## config.mk

```make
export PLATFORM = sky130hd
export DESIGN_NAME = decimal_text_to_int32_top
export DESIGN_NICKNAME = d
export VERILOG_FILES = /design/src/hw/rtl/dtti_pkg.sv /design/src/hw/rtl/decimal_text_to_int32_top.sv /design/src/hw/rtl/dtti_front.sv /design/src/hw/rtl/dtti_fifo.sv /design/src/hw/rtl/dtti_back.sv
export SDC_FILE = /design/constraint.sdc
export NUM_CORES = 1
export LEC_CHECK = 0
export ABC_AREA = 1
export BUFFER_PORTS_ARGS = -buffer_cell sky130_fd_sc_hd__buf_2
export CORE_MARGIN = 2
export CORE_UTILIZATION = 45
export CTS_CLUSTER_SIZE = 12
export DETAILED_ROUTE_END_ITERATION = 10
export SYNTH_ARGS = -nofsm -noshare
export SYNTH_HDL_FRONTEND = slang
export SYNTH_SLANG_ARGS = --single-unit
```

## constraint.sdc

```tcl
create_clock -name clk -period 6 [get_ports clk]
set_input_delay 0.9 -clock clk [delete_from_list [all_inputs] [get_ports clk]]
set_output_delay 0.9 -clock clk [all_outputs]
set_load 0.005 [all_outputs]
```

## src/hw/rtl/dtti_pkg.sv

```systemverilog
// ----------------------------------------------------------------------------
// dtti_pkg
// shared types and constants for the decimal text to int32 converter
// ----------------------------------------------------------------------------
package dtti_pkg;

  localparam logic [7:0] CharSpace = 8'h20;
  localparam logic [7:0] CharPlus  = 8'h2b;
  localparam logic [7:0] CharMinus = 8'h2d;
  localparam logic [7:0] CharZero  = 8'h30;
  localparam logic [7:0] CharNine  = 8'h39;

  localparam int MagW = 32;
  localparam logic [MagW-1:0] MagCap = 32'h8000_0000;
  localparam logic [31:0] PosMax = 32'h7fff_ffff;

  typedef enum logic [2:0] {
    K_SPACE,
    K_MINUS,
    K_PLUS,
    K_DIGIT,
    K_OTHER
  } kind_t;

  typedef enum logic [1:0] {
    PH_SPACES,
    PH_ZEROS,
    PH_DIGITS,
    PH_DONE
  } phase_t;

  typedef struct packed {
    kind_t      kind;
    logic [3:0] digit;
    logic       last;
  } token_t;

endpackage

```

## src/hw/rtl/decimal_text_to_int32_top.sv

```systemverilog
// ----------------------------------------------------------------------------
// decimal_text_to_int32_top
// streaming decimal string to saturated signed 32-bit integer converter
// ----------------------------------------------------------------------------
// throughput: one character per cycle while the queue is not full; the parse step is combinational
// the result registers load when the back end pops the token carrying tlast
// while a result waits, characters keep flowing until the next tlast, then the
// two-entry queue fills and s_tready drops
// reset clears the parse state, the queue and the result valid
// ----------------------------------------------------------------------------
module decimal_text_to_int32_top
  import dtti_pkg::*;
#(
  parameter int MAX_DIGITS = 11
) (
  input  logic               clk,
  input  logic               rst,
  input  logic               s_tvalid,
  output logic               s_tready,
  input  logic [7:0]         s_tdata,   // char_code
  input  logic               s_tlast,   // is_last
  output logic               m_tvalid,
  input  logic               m_tready,
  output logic signed [31:0] m_tdata    // value
);

  logic   push;
  token_t push_tok;
  logic   full;
  logic   tok_valid;
  token_t tok;
  logic   pop;

  dtti_front u_front (
    .s_tvalid (s_tvalid),
    .s_tready (s_tready),
    .s_tdata  (s_tdata),
    .s_tlast  (s_tlast),
    .push     (push),
    .push_tok (push_tok),
    .full     (full)
  );

  dtti_fifo u_fifo (
    .clk       (clk),
    .rst       (rst),
    .push      (push),
    .push_tok  (push_tok),
    .full      (full),
    .tok_valid (tok_valid),
    .tok       (tok),
    .pop       (pop)
  );

  dtti_back #(
    .MAX_DIGITS (MAX_DIGITS)
  ) u_back (
    .clk       (clk),
    .rst       (rst),
    .tok_valid (tok_valid),
    .tok       (tok),
    .pop       (pop),
    .m_tvalid  (m_tvalid),
    .m_tready  (m_tready),
    .m_tdata   (m_tdata)
  );

endmodule

```

## src/hw/rtl/dtti_front.sv

```systemverilog
// ----------------------------------------------------------------------------
// dtti_front
// classifies each incoming character into a token for the back end
// ----------------------------------------------------------------------------
module dtti_front
  import dtti_pkg::*;
(
  input  logic       s_tvalid,
  output logic       s_tready,
  input  logic [7:0] s_tdata,   // char_code
  input  logic       s_tlast,   // is_last
  output logic       push,
  output token_t     push_tok,
  input  logic       full
);

  always_comb begin
    push_tok.last  = s_tlast;
    push_tok.digit = 4'(s_tdata - CharZero);
    if (s_tdata == CharSpace) begin
      push_tok.kind = K_SPACE;
    end else if (s_tdata == CharMinus) begin
      push_tok.kind = K_MINUS;
    end else if (s_tdata == CharPlus) begin
      push_tok.kind = K_PLUS;
    end else if (s_tdata >= CharZero && s_tdata <= CharNine) begin
      push_tok.kind = K_DIGIT;
    end else begin
      push_tok.kind = K_OTHER;
    end
  end

  assign s_tready = !full;
  assign push     = s_tvalid && !full;

endmodule

```

## src/hw/rtl/dtti_fifo.sv

```systemverilog
// ----------------------------------------------------------------------------
// dtti_fifo
// two-entry token queue between the front and back ends
// ----------------------------------------------------------------------------
module dtti_fifo
  import dtti_pkg::*;
(
  input  logic   clk,
  input  logic   rst,
  input  logic   push,
  input  token_t push_tok,
  output logic   full,
  output logic   tok_valid,
  output token_t tok,
  input  logic   pop
);

  token_t     mem [2];
  logic       wr_ptr;
  logic       rd_ptr;
  logic [1:0] count;

  always_ff @(posedge clk) begin
    if (push) begin
      mem[wr_ptr] <= push_tok;
    end
  end

  always_ff @(posedge clk) begin
    if (rst) begin
      wr_ptr <= 1'b0;
      rd_ptr <= 1'b0;
      count  <= 2'd0;
    end else begin
      if (push) begin
        wr_ptr <= !wr_ptr;
      end
      if (pop) begin
        rd_ptr <= !rd_ptr;
      end
      if (push && !pop) begin
        count <= count + 2'd1;
      end else if (pop && !push) begin
        count <= count - 2'd1;
      end
    end
  end

  assign full      = (count == 2'd2);
  assign tok_valid = (count != 2'd0);
  assign tok       = mem[rd_ptr];

endmodule

```

## src/hw/rtl/dtti_back.sv

```systemverilog
// ----------------------------------------------------------------------------
// dtti_back
// parse state machine, digit accumulation and saturated result register
// ----------------------------------------------------------------------------
module dtti_back
  import dtti_pkg::*;
#(
  parameter int MAX_DIGITS = 11
) (
  input  logic               clk,
  input  logic               rst,
  input  logic               tok_valid,
  input  token_t             tok,
  output logic               pop,
  output logic               m_tvalid,
  input  logic               m_tready,
  output logic signed [31:0] m_tdata
);

  localparam int CntW = $clog2(MAX_DIGITS + 1);

  phase_t          phase, phase_next;
  logic            negative, negative_next;
  logic [MagW-1:0] magnitude, magnitude_next;
  logic [CntW-1:0] digit_count, digit_count_next;
  logic [MagW+3:0] mag_wide;
  logic            taken;
  logic [31:0]     result;

  assign pop = tok_valid && (!tok.last || !m_tvalid || m_tready);

  always_comb begin
    phase_next       = phase;
    negative_next    = negative;
    magnitude_next   = magnitude;
    digit_count_next = digit_count;
    taken            = 1'b0;
    mag_wide = {magnitude, 3'b000} + {3'b000, magnitude, 1'b0} + {{MagW{1'b0}}, tok.digit};
    if (phase_next == PH_SPACES) begin
      if (tok.kind == K_SPACE) begin
        taken = 1'b1;
      end else begin
        phase_next = PH_ZEROS;
        if (tok.kind == K_MINUS) begin
          negative_next = 1'b1;
          taken         = 1'b1;
        end else if (tok.kind == K_PLUS) begin
          taken = 1'b1;
        end
      end
    end
    if (!taken && phase_next == PH_ZEROS) begin
      if (tok.kind == K_DIGIT && tok.digit == 4'd0) begin
        taken = 1'b1;
      end else begin
        phase_next = PH_DIGITS;
      end
    end
    if (!taken && phase_next == PH_DIGITS) begin
      if (tok.kind == K_DIGIT && digit_count < CntW'(MAX_DIGITS)) begin
        magnitude_next   = (mag_wide > {4'b0000, MagCap}) ? MagCap : mag_wide[MagW-1:0];
        digit_count_next = digit_count + CntW'(1);
      end else begin
        phase_next = PH_DONE;
      end
    end
    if (negative_next) begin
      result = 32'(0) - magnitude_next;
    end else begin
      result = (magnitude_next > PosMax) ? PosMax : magnitude_next;
    end
  end

  always_ff @(posedge clk) begin
    if (rst) begin
      phase       <= PH_SPACES;
      negative    <= 1'b0;
      magnitude   <= '0;
      digit_count <= '0;
      m_tvalid    <= 1'b0;
    end else begin
      if (pop) begin
        if (tok.last) begin
          phase       <= PH_SPACES;
          negative    <= 1'b0;
          magnitude   <= '0;
          digit_count <= '0;
        end else begin
          phase       <= phase_next;
          negative    <= negative_next;
          magnitude   <= magnitude_next;
          digit_count <= digit_count_next;
        end
      end
      if (pop && tok.last) begin
        m_tvalid <= 1'b1;
      end else if (m_tready) begin
        m_tvalid <= 1'b0;
      end
    end
  end

  always_ff @(posedge clk) begin
    if (pop && tok.last) begin
      m_tdata <= result;
    end
  end

endmodule
```

Yosys cells after proc, flatten, opt, wreduce, memory -nomap -nowiden. Memory sizes are Yosys's and may differ from the RTL's. A register that Yosys moved wholly into a read port is not among the register bits. Index checks and enable logic that the tools add are counted.

Word-level logic and storage cells: 99. Memories kept: 1. Bits in writable memories: 16. Flip-flop bits (word level): 76.

$add $sub $neg: 7. Equal/unequal tests: 9. $lt $le $gt $ge: 5. Mux-type cells: 38. Reduce and logical (&&, ||, !) cells: 30.

Memories: u_fifo.mem (depth 2, width 8, read ports 1, clocked after Yosys merged registers in 1, write ports 1, RTL line dtti_fifo.sv:18) `token_t mem [2];`.

Operator list (count): 32-bit two-way mux (6); 35-bit by 33-bit adder with 36-bit output (1); 36-bit by 4-bit adder with 36-bit output (1); 36-bit by 32-bit > comparator with 1-bit output (second input constant) (1); 32-bit by 31-bit > comparator with 1-bit output (second input constant) (1); 1-bit by 32-bit subtractor with 32-bit output (first input constant) (1); 8-bit by 6-bit equality test with 1-bit output (second input constant) (3); 2-bit two-way mux (9); 1-bit two-way mux (16); 3-bit two-way mux (4); 4-bit two-way mux (3); 1-bit logical AND (10); 2-bit nonzero test (5); 1-bit zero test (9); 8-bit by 6-bit >= comparator with 1-bit output (second input constant) (1); 8-bit by 6-bit <= comparator with 1-bit output (second input constant) (1); 3-bit by 2-bit equality test with 1-bit output (second input constant) (2); 4-bit by 1-bit adder with 4-bit output (second input constant) (1); 2-bit equality test (second input constant) (2); 4-bit zero test (1); 4-bit < comparator (second input constant) (1); 4-bit by 1-bit subtractor with 4-bit output (second input constant) (1); 3-bit by 1-bit equality test with 1-bit output (second input constant) (1); 3-bit zero test (1); other kinds (6) (7).

Logic depth before layout (Yosys ltp). Gate-level depths: netlist (run 1).

Depth after elaboration: 14. Depth in mapped cells: 37. Mapped depth without buffers: 35.

Cells and area by module. Synthesis (run 1) repeated with hierarchy kept, for this count alone.

Cell total of the unflattened synthesis: 1390. Area total of the unflattened synthesis: 8787.2 µm².

By module, submodules not included: dtti_back (area each 7786.2 µm², sequential area each 1761.7 µm², times used 1, cells an instance 1294); dtti_fifo (area each 810.8 µm², sequential area each 580.6 µm², times used 1, cells an instance 58); dtti_front (area each 190.2 µm², sequential area each 0.0 µm², times used 1, cells an instance 38).

Least setup slack after synthesis (run 1). No wires, ideal clock.

Kind: register to register. Start point: reg with a tool-made name. End point: reg u_back.m_tdata[22] (data pin). Data required time: 5.744 ns. Arrival: 3.939 ns. Buffers on the path: 2. Cell stages (with the launch flop): 34. Path slack: 1.805 ns. Clock period less this slack: 4.195 ns. Cell sequence: dfxtp_1 -> buf_6 -> mux2i_1 -> fa_1 -> fa_1 -> inv_1 -> nand2_1 -> nand2_1 -> and2_1 -> nand2_1 -> nand3_1 -> nand2_1 -> nand2_1 -> nand2_1 -> nand2_1 -> nor2_1 -> nand2_1 -> nor2_1 -> nand2_1 -> nand2_1 -> buf_6 -> nand3_1 -> nand2_2 -> inv_1 -> ha_1 -> nand3_1 -> nor2_4 -> nand3_2 -> nor2_2 -> nand2_1 -> nand3_1 -> nand2_1 -> nand2_1 -> nand2_1.

RTL lines: end signal: assignment (RTL line dtti_back.sv:105) `m_tdata <= result;`; end: declaration (RTL line dtti_back.sv:17) `output logic signed [31:0] m_tdata`.

==> results of run 1 <==
## stage by stage
step | hold WS [ns] | std cells | utilization
after global placement | 0.437 | 1631 | 0.485
after floorplan | 0.425 | 1350 | -
final | 0.458 | 1647 | 0.500
after CTS | 0.458 | 1647 | 0.500
after detailed placement | 0.446 | 1631 | 0.485
after global routing | 0.492 | 1647 | 0.500
## power breakdown
group          internal [mW]  switching [mW]
sequential             0.855          0.0520
clock                  0.290           0.273
combinational          0.295           0.659
## cell families after synthesis
logic type,after synthesis
AND/OR/NAND/NOR,829
buffers and inverters,191
AO/OA/AOI/OAI,142
flip-flops,93
adder cells (fa/ha/maj),69
XOR/XNOR,24
multiplexers,2
## tightest hold or removal path, cell delays in order, from the launching register on
cell,delay (ns)
dfxtp_1,0.30
inv_1,0.06
a21oi_1,0.06
## final cells by class
class | count | area share
timing repair buffer | 53 | 0.0300
multi-input combinational | 1066 | 0.593
inverter | 159 | 0.0634
clock inverter | 6 | 0.00571
clock buffer | 10 | 0.0243
tap | 260 | 0.0345
sequential | 93 | 0.249
## path summary, 6_finish.rpt
check / endpoint / depth (start not counted) / slack [ns]
max reg2reg: u_back.m_tdata[22]$_DFFE_PP_ / 32 / 0.84
min reg2reg: u_back.digit_count[3]$_SDFFE_PP0P_ / 2 / 0.46
min: u_back.digit_count[3]$_SDFFE_PP0P_ / 2 / 0.46
max: u_back.m_tdata[22]$_DFFE_PP_ / 32 / 0.84
## metal layers
metal	GRT usage	vias to the layer above	routed length, µm
met2	0.441	245	12000
li1	-	4407	-
met1	0.340	3935	11500
met3	0.0335	42	1240
met5	0	-	0
met4	0.0735	0	698
## cell usage in the layout, fill, tap and decap left out, types with 5 or more instances in the layout
| cell | count |
|---|---|
| dfxtp_1 | 45 |
| nand3_2 | 18 |
| inv_2 | 6 |
| nor2_4 | 7 |
| buf_2 | 46 |
| nor2_1 | 121 |
| nand2_1 | 493 |
| a21oi_1 | 80 |
| nand3_1 | 79 |
| o21ai_1 | 8 |
| nand4_1 | 24 |
| o21ai_0 | 42 |
| nor3_1 | 7 |
| xor2_1 | 13 |
| buf_4 | 7 |
| ha_1 | 67 |
| clkbuf_16 | 9 |
| inv_1 | 153 |
| edfxtp_1 | 48 |
| xnor2_1 | 11 |
| nor2_2 | 30 |
| nand2_2 | 27 |
| nand2_4 | 5 |
## sequential cells by signal (all words and copies together), names as in the netlist, named ones only
signal and count:
u_fifo.count 2, u_back.magnitude 32, u_fifo.rd_ptr 1, u_back.phase 2, u_back.m_tdata 32, u_fifo.mem 16
u_fifo.wr_ptr 1, u_back.m_tvalid 1, u_back.negative 1, u_back.digit_count 4
==> impl_metrics.json, run 1 <==
{
  "status": "completed",
  "timing.setup.tns_ns": 0,
  "min_path_type": "reg -> reg",
  "ff_latch_area_um2": 2340,
  "critPathCaptureType": "flop",
  "cp_top_family": "simple AND/OR/NAND/NOR gates",
  "syn_avg_cell_area_um2": 6.45,
  "cts_made_buffers": 9,
  "initialDrtViolationCount": 727,
  "synth_top_area_share": 0.212,
  "die_h_um": 143,
  "maxSlewHeadroom": 0.331,
  "area_delta_synth_final_pct": 8.16,
  "synth.net_count": 1432,
  "grt_pass1_vias": 7920,
  "ant_nets": 0,
  "fmaxAchievable_mhz": 194,
  "yosys-mux-area-fraction": 0.00230,
  "pre_cts_slack_ns": 0.916,
  "crit_buf_inv": 3,
  "portBuffers": 46,
  "synth_top_family_by_area": "simple AND/OR/NAND/NOR gates",
  "crit_type": "reg -> reg",
  "hold_violations": 0,
  "cts_hold_buf": 0,
  "gr-total-overflow": 0,
  "vias": 8629,
  "startpoint_type": "flop",
  "synth-compound-area-share": 0.0866,
  "post-synth-top-count-cell": "nand2_1",
  "start_util": 0.462,
  "synthTopCellsByCount": "nand2_1, inv_1, nor2_1, a21oi_1, nand3_1",
  "cts_max_level": 3,
  "vias_per_cell": 5.24,
  "rsz0062_at_grt": "no",
  "cts_sinks": 93,
  "grt_pass1_wl_mm": 41.4,
  "post_cts_buffers": 0,
  "ys_top_cells_by_area": "nand2_1, edfxtp_1, dfxtp_1",
  "p_leak_nw": 4.88,
  "arrival_ns": 5.26,
  "yosys.area_share.simple": 0.426,
  "cp_max_fo": 28,
  "cts_resized": 0,
  "yosys.area.top_type": "nand2_1",
  "post-route-min-period_ns": 5.16,
  "final_area_um2": 9420,
  "yosysUniqueCellTypes": 46,
  "power.density_nw_per_um2": 257,
  "maxCapViolations": 0,
  "fillCellCount": 1998,
  "grt_max_degree": 41,
  "synthCells": 1350,
  "yosys.area_share.adder": 0.101,
  "yosysSeqAreaShare": 0.269,
  "synth-xor-area-share": 0.0241,
  "crit_required_ns": 6.11,
  "place.gp.congestion": 0.956,
  "worst_pin_slew_ns": 1.00,
  "drive_above_1_share": 0.123,
  "cts_tree": "yes",
  "p_total_mw": 2.42,
  "synth-main-ff-cell": "edfxtp_1",
  "cts_max_path_buffers": 2,
  "cts_root_buffer": "clkbuf_16",
  "wl_per_cell_um": 15.5,
  "placed_cell_area_um2": 9140,
  "synthArstFlopShare": 0,
  "route.detailed.drc": 0,
  "ys_ff_latch": 93,
  "firstDrtPassIters": 6,
  "max_stage_delay_ns": 0.54,
  "antenna_found_initial": 0,
  "n_antenna_cell": 0,
  "grtUsageTotal": 0.258,
  "path_common_cell": "nand2_1",
  "coreArea_um2": 18800,
  "clkLatencyLatePin_ns": 0.36,
  "fin_crit_sh": 0.859,
  "hpwl_mm": 20.1,
  "cp_slowest_cell": "dfxtp_1",
  "cts.clk_slew.worst_paths_ns": 0.08,
  "syn-cell-area_um2": 8710,
  "nets": 1464,
  "ios": 47,
  "row_count": 50,
  "routed_wl_mm": 25.5,
  "finalClockSkew_ns": 0.00980,
  "max-vdd-ir-drop_uv": 489,
  "multi_input_area_um2": 5590,
  "die-area_um2": 20500,
  "synth-edff-count": 48,
  "yosys_warnings": 0,
  "fin_ws_ns": 0.845,
  "hp-start": "u_back.digit_count[3]$_SDFFE_PP0P_",
  "die_x_um": 143,
  "setup_violations": 0,
  "slew_violations": 0
}
(Power assumes the default switching activity.)
==> run 2: changes to the inputs <==
--- a/config.mk
+++ b/config.mk
@@ -5,7 +5,7 @@
 export SDC_FILE = /design/constraint.sdc
 export NUM_CORES = 1
 export LEC_CHECK = 0
-export ABC_AREA = 1
+export ABC_AREA = 0
 export BUFFER_PORTS_ARGS = -buffer_cell sky130_fd_sc_hd__buf_2
 export CORE_MARGIN = 2
 export CORE_UTILIZATION = 45
==> run 2 against run 1 <==
Via count is 14% lower. Clock power is 1% lower. Core utilization is 0.77 points higher. Clock-buffer cell count is 1 lower. Largest power group is now sequential cells.
==> impl_metrics.json, run 2 <==
{
  "drive_above_1_share": 0.121,
  "power.density_nw_per_um2": 237,
  "cts_root_buffer": "clkbuf_16",
  "antenna_found_initial": 0,
  "vias_per_cell": 6.19,
  "maxSlewHeadroom": 0.177,
  "synth-edff-count": 48,
  "fin_crit_sh": 0.938,
  "gr-total-overflow": 0,
  "arrival_ns": 5.71,
  "ys_top_cells_by_area": "edfxtp_1, dfxtp_1, ha_1",
  "syn-cell-area_um2": 7920,
  "status": "completed",
  "start_util": 0.460,
  "cts_made_buffers": 9,
  "worstRegToRegCells": 23,
  "critPathCaptureType": "flop",
  "grt_max_degree": 48,
  "p_leak_nw": 3.73,
  "synth_top_area_share": 0.182,
  "post-synth-top-count-cell": "nor2_1",
  "reg2reg_slack_ns": 0.37,
  "firstDrtPassIters": 6,
  "cts_tree": "yes",
  "setup_violations": 0,
  "row_count": 48,
  "rsz0062_at_grt": "no",
  "reg.largest.list": "u_back.m_tdata x32, u_back.magnitude x32, u_fifo.mem x16",
  "synthArstFlopShare": 0,
  "cp_max_fo": 9,
  "die_h_um": 137,
  "cts_sinks": 93,
  "n_antenna_cell": 0,
  "post-route-min-period_ns": 5.63,
  "synth-main-ff-cell": "edfxtp_1",
  "die_x_um": 137,
  "hpwl_mm": 18.0,
  "nets": 1056,
  "crit_type": "reg -> reg",
  "coreArea_um2": 17200,
  "hold_violations": 0,
  "synthCells": 940,
  "cts.clk_slew.worst_paths_ns": 0.07,
  "maxCapViolations": 0,
  "min_path_type": "reg -> reg",
  "cts_max_level": 3,
  "ant_nets": 0,
  "cts_max_path_buffers": 2,
  "grtUsageTotal": 0.262,
  "synthTopCellsByCount": "nor2_1, a21oi_1, nand2_1, ha_1, edfxtp_1",
  "cp-startpoint": "u_back.magnitude[2]$_SDFFE_PP0P_",
  "layout_commonest_cell": "nor2_1",
  "placed_cell_area_um2": 8420,
  "syn_avg_cell_area_um2": 8.43,
  "grt_pass1_vias": 6982,
  "crit_required_ns": 6.08,
  "worst_pin_slew_ns": 1.23,
  "max-vdd-ir-drop_uv": 624,
  "yosys_warnings": 0,
  "fmaxAchievable_mhz": 178,
  "yosys.area.top_type": "edfxtp_1",
  "layout_common_cells": "nor2_1, a21oi_1, nand2_1",
  "yosysUniqueCellTypes": 84,
  "wl_per_cell_um": 19.8,
  "die-area_um2": 18700,
  "synth.net_count": 1022,
  "fillCellCount": 1653,
  "grt_pass1_wl_mm": 38.4,
  "clkLatencyLatePin_ns": 0.35,
  "ios": 47,
  "startpoint_type": "flop",
  "place.gp.congestion": 0.956,
  "vias": 7458,
  "initialDrtViolationCount": 614,
  "yosysSeqAreaShare": 0.296,
  "slew_violations": 0,
  "final_area_um2": 8750,
  "portBuffers": 46,
  "r2r_start": "u_back.magnitude[2]$_SDFFE_PP0P_",
  "finalClockSkew_ns": 0.00391,
  "worst_r2r_endpoint": "u_back.m_tdata[16]$_DFFE_PP_",
  "route.detailed.drc": 0,
  "area_delta_synth_final_pct": 10.5,
  "ys_ff_latch": 93,
  "routed_wl_mm": 23.9,
  "cp-endpoint": "u_back.m_tdata[16]$_DFFE_PP_",
  "timing.setup.tns_ns": 0
}
==> run 2: critical path, stage by stage (launching register included) <==
cell and delay, ns:
dfxtp_1 0.47, inv_1 0.10, fa_1 0.56, inv_1 0.06, ha_1 0.27, a21o_1 0.17, nand4_2 0.27, a2111oi_4 0.47
nor3_1 0.11, xnor2_1 0.20, or4b_1 0.57, nor4b_2 0.34, a21oi_4 0.10, nor2_2 0.26, a22o_1 0.24, inv_1 0.07
ha_1 0.23, o21ai_0 0.11, nand3b_1 0.14, inv_1 0.07, o31ai_4 0.14, nor3_1 0.15, xnor2_1 0.17, a22oi_1 0.08
==> run 2: cell type report <==
cell class	count	area, µm²	area share
multi-input combinational	774	5340	0.610
sequential	93	2340	0.268
timing repair buffer	69	403	0.0460
tap	225	282	0.0322
clock buffer	9	225	0.0257
inverter	27	101	0.0116
clock inverter	7	58.8	0.00672
==> run 2: metrics by stage <==
stage	utilization	hold WS (ns)	instances	worst slack (ns)	total power, mW
floorplan	-	0.458	940	0.305	1.28
global placement	0.488	0.480	1186	0.416	1.52
detailed placement	0.488	0.481	1186	0.281	1.52
CTS	0.505	0.493	1202	0.222	2.08
global route	0.508	0.543	1204	0.00230	2.18
finish	0.508	0.501	1204	0.373	2.07
==> run 2: cell families (layout without fill, tap and decap cells) <==
| group | Yosys count | after routing | share of synthesized area |
|---|---|---|---|
| simple gates | 329 | 329 | 0.203 |
| flops | 93 | 93 | 0.296 |
| fa+ha+maj | 69 | 69 | 0.111 |
| compound gates | 311 | 311 | 0.279 |
| xor+xnor | 53 | 53 | 0.0586 |
| buf+inv | 73 | 112 | 0.0373 |
| mux | 12 | 12 | 0.0158 |
==> run 2: worst min-delay path by stage <==
stage,start,endpoint,depth (start not counted)
6_report,u_back.phase[0]$_SDFFE_PP0P_,u_back.phase[0]$_SDFFE_PP0P_,2
5_1_grt,u_back.phase[0]$_SDFFE_PP0P_,u_back.phase[0]$_SDFFE_PP0P_,2
4_1_cts,u_back.phase[0]$_SDFFE_PP0P_,u_back.phase[0]$_SDFFE_PP0P_,2
3_5_place_dp,u_back.phase[0]$_SDFFE_PP0P_,u_back.phase[0]$_SDFFE_PP0P_,2
3_3_place_gp,u_back.phase[0]$_SDFFE_PP0P_,u_back.phase[0]$_SDFFE_PP0P_,2
2_1_floorplan,u_back.phase[0]$_SDFFE_PP0P_,u_back.phase[0]$_SDFFE_PP0P_,2
==> run 2: repair_timing <==
action                     CTS  global route
setup endpoints to repair    0            11
resized for setup            0             6
hold buffers                 0             0
setup buffers                0             2
==> run 2: routing by layer <==
metal	vias up	track usage	wire, µm
met5	-	0	0
met4	0	0.0619	420
met3	32	0.0319	1250
met2	244	0.427	11100
met1	3544	0.370	11100
li1	3638	-	-
==> run 2: where the power goes <==
part,total [mW],switching [mW],internal [mW]
Combinational,0.665,0.434,0.231
Clock,0.555,0.267,0.288
Sequential,0.852,0.0492,0.803
Total,2.07,0.750,1.32
